File: src/key_frequency_table_core_defines.svh
// Assertion helpers for the key frequency table.
`ifndef KEY_FREQUENCY_TABLE_CORE_DEFINES_SVH
`define KEY_FREQUENCY_TABLE_CORE_DEFINES_SVH

// Same-cycle implication, checked out of reset.
`define KFT_ASSERT_NOW(label, ante, cons) \
    label: assert property (@(posedge i_clk) disable iff (!i_rst_n) (ante) |-> (cons)) \
        else $error("kft check failed");

// Next-cycle implication, checked out of reset.
`define KFT_ASSERT_NEXT(label, ante, cons) \
    label: assert property (@(posedge i_clk) disable iff (!i_rst_n) (ante) |=> (cons)) \
        else $error("kft check failed");

`endif

File: src/kft_pkg.sv
`timescale 1ns / 1ps
package kft_pkg;

    localparam int KEY_W   = 32;
    localparam int COUNT_W = 16;

    localparam logic [1:0] ACT_COUNT = 2'd0;
    localparam logic [1:0] ACT_QUERY = 2'd1;
    localparam logic [1:0] ACT_DUMP  = 2'd2;

    localparam logic [1:0] ST_OK      = 2'd0;
    localparam logic [1:0] ST_DROPPED = 2'd1;
    localparam logic [1:0] ST_ABSENT  = 2'd2;
    localparam logic [1:0] ST_EMPTY   = 2'd3;

    typedef struct packed {
        logic load;   // latch the accepted item
        logic exec;   // run a count, query or dump start
        logic step;   // emit one dump entry and rotate the chain
    } t_cmd;

    typedef struct packed {
        logic out_free;
        logic is_dump;
        logic used_zero;
        logic dump_last;
        logic used_over;
    } t_sts;

endpackage

File: src/kft_ctrl.sv
`timescale 1ns / 1ps
module kft_ctrl (
    input  logic          i_clk,
    input  logic          i_rst_n,
    input  logic          i_valid,
    input  kft_pkg::t_sts i_sts,
    output logic          o_stall,
    output kft_pkg::t_cmd o_cmd
);

    typedef enum logic [1:0] {
        S_IDLE,
        S_EXEC,
        S_DUMP
    } t_state;

    t_state r_state, n_state;
    logic   r_stall;

    always_comb begin
        n_state    = r_state;
        o_cmd      = '0;
        o_cmd.load = i_valid && !r_stall;
        case (r_state)
            S_IDLE: begin
                if (i_valid) begin
                    n_state = S_EXEC;
                end
            end
            S_EXEC: begin
                if (i_sts.out_free) begin
                    o_cmd.exec = 1'b1;
                    if (i_sts.is_dump && !i_sts.used_zero) begin
                        n_state = S_DUMP;
                    end else begin
                        n_state = S_IDLE;
                    end
                end
            end
            S_DUMP: begin
                if (i_sts.out_free) begin
                    o_cmd.step = 1'b1;
                    if (i_sts.dump_last) begin
                        n_state = S_IDLE;
                    end
                end
            end
            default: n_state = S_IDLE;
        endcase
    end

    always_ff @(posedge i_clk) begin
        if (!i_rst_n) begin
            r_state <= S_IDLE;
            r_stall <= 1'b0;
        end else begin
            r_state <= n_state;
            r_stall <= (n_state != S_IDLE);
        end
    end

    assign o_stall = r_stall;

endmodule

File: config.mk
export PLATFORM = sky130hd
export DESIGN_NAME = kft_ctrl
export DESIGN_NICKNAME = d
export VERILOG_FILES = /design/src/key_frequency_table_core_defines.svh /design/src/kft_pkg.sv /design/src/kft_ctrl.sv
export SDC_FILE = /design/constraint.sdc
export NUM_CORES = 1
export LEC_CHECK = 0
export BUFFER_PORTS_ARGS = -buffer_cell sky130_fd_sc_hd__buf_4
export CAP_MARGIN = 20
export CORE_AREA = 3 3 40 42
export CTS_BUF_LIST = sky130_fd_sc_hd__clkbuf_2 sky130_fd_sc_hd__clkbuf_4 sky130_fd_sc_hd__clkbuf_8
export DETAILED_ROUTE_END_ITERATION = 10
export DIE_AREA = 0 0 43 45
export PLACE_DENSITY_LB_ADDON = 0.15
export SLEW_MARGIN = 20
export SYNTH_ARGS = -nofsm -noshare
export SYNTH_HDL_FRONTEND = slang
export SYNTH_SLANG_ARGS = --single-unit
File: constraint.sdc
create_clock -name i_clk -period 1.15 [get_ports i_clk]
set_input_delay 0.0575 -clock i_clk [delete_from_list [all_inputs] [get_ports i_clk]]
set_output_delay 0.0575 -clock i_clk [all_outputs]
set_load 0.03 [all_outputs]
# --- Yosys cells after proc, flatten, opt, wreduce, memory -nomap -nowiden ---
# Cells that the tools add are included.
word_totals:
  word_cells: 19
  input_bits: 8
  output_inout_bits: 4
  ff_bits: 3
classes:
  n_mux: 9
  reduce_logical: 6
  eq_ne: 2
op_table:
  columns: ["operator", "count"]
  rows:
  - ["2-bit 2-to-1 mux", 5]
  - ["2-bit one-hot mux with 3 select lines", 1]
  - ["1-bit 2-to-1 mux", 3]
  - ["2-bit by 1-bit equality test with 1-bit output, second input constant", 1]
  - ["2-bit equality test, second input constant", 1]
  - ["1-bit logical AND", 2]
  - ["1-bit logical NOT", 2]
  - ["2-bit logical NOT", 1]
  - ["2-bit nonzero test", 1]

# --- Depth between registers and ports, before layout ---
depth:
  word_depth: 6
  depth_mapped: 3
  depth_no_buf: 3

# --- Least setup slack after synthesis ---
# No wires, ideal clock.
synth_path:
  path_kind: "register to register"
  startpoint: "register r_state[1]"
  endpoint: "register r_stall, in the netlist o_stall"
  arrival_ns: 0.974
  slack_ns: 0.056
  setup_time_ns: 0.119
  t_required_ns: 1.031
  stages_incl_launch_ff: 4
  period_less_slack_ns: 1.094
  cell_sequence: "dfxtp_1 -> and3b_1 -> a32o_1 -> o21bai_1"
synth_via:
  elab_chain_cells: 4
  elab_cells_between_ends: 9
synth_rtl:
  columns: ["element", "line_no", "source"]
  rows:
  - ["start: declaration", "kft_ctrl.sv:17", "t_state r_state, n_state;"]
  - ["start signal: assignment", "kft_ctrl.sv:57", "r_state <= n_state;"]
  - ["2-bit 2-to-1 mux", "kft_ctrl.sv:43", "if (i_sts.dump_last) begin"]
  - ["2-bit 2-to-1 mux", "kft_ctrl.sv:41", "if (i_sts.out_free) begin"]
  - ["2-bit one-hot mux with 3 select lines *", "kft_ctrl.sv:24", "case (r_state)"]
  - ["2-bit nonzero test *", "kft_ctrl.sv:58", "r_stall <= (n_state != S_IDLE);"]
  - ["end signal: assignment", "kft_ctrl.sv:58", null]
  - ["end: declaration", "kft_ctrl.sv:18", "logic r_stall;"]
# Mark *: on every way between the ends. The rest lies on a longest branch, timed or not.
# A chain may end at the register's enable or synchronous reset.

==> run_results.csv <==
group,metric,value,unit
placed_design,dp_slack,153,ps
critical_path,r2r_start,"r_state[1]",
timing,finalCritPeriodShare,0.920,
route,vias,153,
timing,grt_setup_unrepaired,"false",
route,viasPerCell,3.48,
critical_path,worstSetupStartpointType,"register",
synth,ys_types,11,
power,p_leak,0.000135,uW
layout,antenna_cells,0,
route,wire_per_inst,8.64,um
timing,layout_min_cycle_time,1060,ps
cts,cts_resized,0,
critical_path,critPathMaxStageDelay,320,ps
timing,slew_viol_final,0,
synth,synth-main-ff-cell,"dfxtp_1",
timing,fmax,0.945,GHz
critical_path,end_kind,"primary output",
synth,netlist_area,141,um2
route,drt_wl_total,380,um
timing,hold_viol,0,
synth,synth_edf_count,0,
synth,synth-async-reset-ratio,0,
cts,cts_buffers,3,
global_routing,overflow,0,
placed_design,gp_congestion,0.711,
timing,finalSetupViolations,0,
global_routing,antenna_found_initial,0,
synth,netlist_top_cells_count,"dfxtp_1 (3), and3b_1 (2), nor2b_1 (2)",
synth,synth_simple_gate_area_share,0.354,
placed_design,placed_cells,40,
cts,cts_tree,"yes",
synth,synth_adder_area_share,0,
floorplanning,initial_core_util,0.110,
global_routing,grt_pass1_wl,676,um
min_path,hold_path.class,"input port to register",
timing,worstMarginPinSlew,194,ps
critical_path,crit_fanout,3,
cts,root_buffer,"clkbuf_4",
cts,post-cts-setup-buffers,0,
critical_path,cp_data_arrival_time,1000,ps
timing,slew_headroom,0.867,
critical_path,crit_chain,"nor2b_1 > and2_1 > buf_4",
synth,synth_compound_area_frac,0.124,
layout,fin_cells,44,
global_routing,grt_usage,0.0532,
critical_path,worst-path-buf-inv,1,
critical_path,path_class,"register to primary output",
power,peakVddDrop,800,uV
synth,synth_area_leader_cell,"dfxtp_1",
global_routing,grt_max_degree,5,
run_status,outcome,"complete, no violations",
critical_path,critPathRequiredTime,1090,ps
synth,synth_area_per_cell,9.43,um2
timing,clock_skew,2.59,ps
critical_path,worstSetupStartpoint,"r_state[1]",
route,dr.pass1.iters,2,
synth,synth_area_leaders,"dfxtp_1 (42%), and3b_1 (12%), nor2b_1 (8.8%), a32o_1 (7.1%), mux2i_1 (7.1%)",
timing,fin_ws,92.0,ps
placed_design,portBuffers,10,
floorplanning,die_width,43,um
critical_path,crit_family,"flip-flops",
cts,htreeDepth,1,
synth,syn_inst,15,
layout,nNetsFinal,38,
synth,synth_most_common_cell,"dfxtp_1",
synth,synth_top_family_by_area,"simple AND/OR/NAND/NOR gates",
synth,synthMuxAreaShare,0.0708,
floorplanning,rows,13,
floorplanning,boundaryPins,12,
global_routing,grt_pass1_vias,149,
floorplanning,dieHeight,45,um
cts,cts_sinks,3,
floorplanning,core_area,1280,um2
cts,cts_hold_buf,0,
timing,totalNegativeSetupSlack,0,ps
layout,drive_above_1_share,0.483,
critical_path,crit_slowest_cell,"dfxtp_1",
synth,yosys_warnings,0,
layout,syn_to_final_growth,87.6,%
route,drtAntennaViolNets,0,
cts,cts_buffer_depth,2,
cts,worstSkewPairLatency,230,ps
route,drc,0,
synth,seq_area_frac_synth,0.425,
synth,ys_ff_latch,3,
synth,synth.net_count,23,
power,power_density,1440,nW/um2
synth,synth_top_area_share,0.425,
floorplanning,die_area,1940,um2
run,max_cap_violations,0,
cts,clk_pin_slew,40,ps
route,drt_iter0_drc,4,
min_path,min_from,"i_valid",
synth,synth_xor_xnor_area_share,0,
[stage by stage]
stage               power [uW]  hold slack (ps)   util  area [um2]
floorplan                  147              215      -         141
global placement           179              336  0.183         235
detailed placement         180              345  0.183         235
CTS                        394              104  0.206         265
global route               415              133  0.206         265
finish                     382              104  0.206         265
[cell families (layout without fill, tap and decap cells)]
| group | Yosys count | in the layout |
|---|---|---|
| AO/OA/AOI/OAI | 2 | 2 |
| buffers and inverters | 1 | 15 |
| flip-flops | 3 | 3 |
| multiplexers | 1 | 1 |
| AND/OR/NAND/NOR | 8 | 8 |
[power breakdown]
part           internal (uW)  switching [uW]  total [uW]  leakage (uW)
logic                   31.2            30.9        62.1     0.0000921
registers                111            3.83         115     0.0000248
clock network            153            51.5         205     0.0000184
total                    296            86.3         382      0.000135
[state kept, by name (all words and copies together) (netlist names)]
| signal | count |
|---|---|
| r_state | 2 |
| o_stall | 1 |
[cell type report]
cell class	count	area (um2)
Sequential cell	3	60.1
Clock buffer	4	30.0
Multi-Input combinational cell	11	77.6
Tap cell	15	18.8
Fill cell	149	1020
Inverter	1	3.75
Timing Repair Buffer	10	75.1
[placed cells by master, fill, tap and decap left out]
master,instances
buf_4,10
clkbuf_4,4
dfxtp_1,3
nor2b_1,2
and3b_1,2
and2_1,1
nand2b_1,1
inv_1,1
mux2i_1,1
nor2_1,1
nand2_1,1
a32o_1,1
o21bai_1,1
[path summary, 6_finish.rpt]
path | end | depth (start not counted) | slack (ps)
worst max-delay path | o_cmd[0] | 3 | 90
worst min-delay path | r_state[0] | 3 | 100
worst max register to register | o_stall | 3 | 150
worst min register to register | r_state[0] | 2 | 560
[worst reg2reg max path, stage by stage (launching register included)]
cell and delay, ps:
dfxtp_1 320, and3b_1 190, a32o_1 230, o21bai_1 150
[routing by layer]
layer | share of wire | GRT usage
met2 | 0.35 | 0.0659
met3 | 0.17 | 0.0637
met1 | 0.47 | 0.0552
met4 | 0 | 0.0181
met5 | 0 | 0
Power figures use the tool's default switching activity.
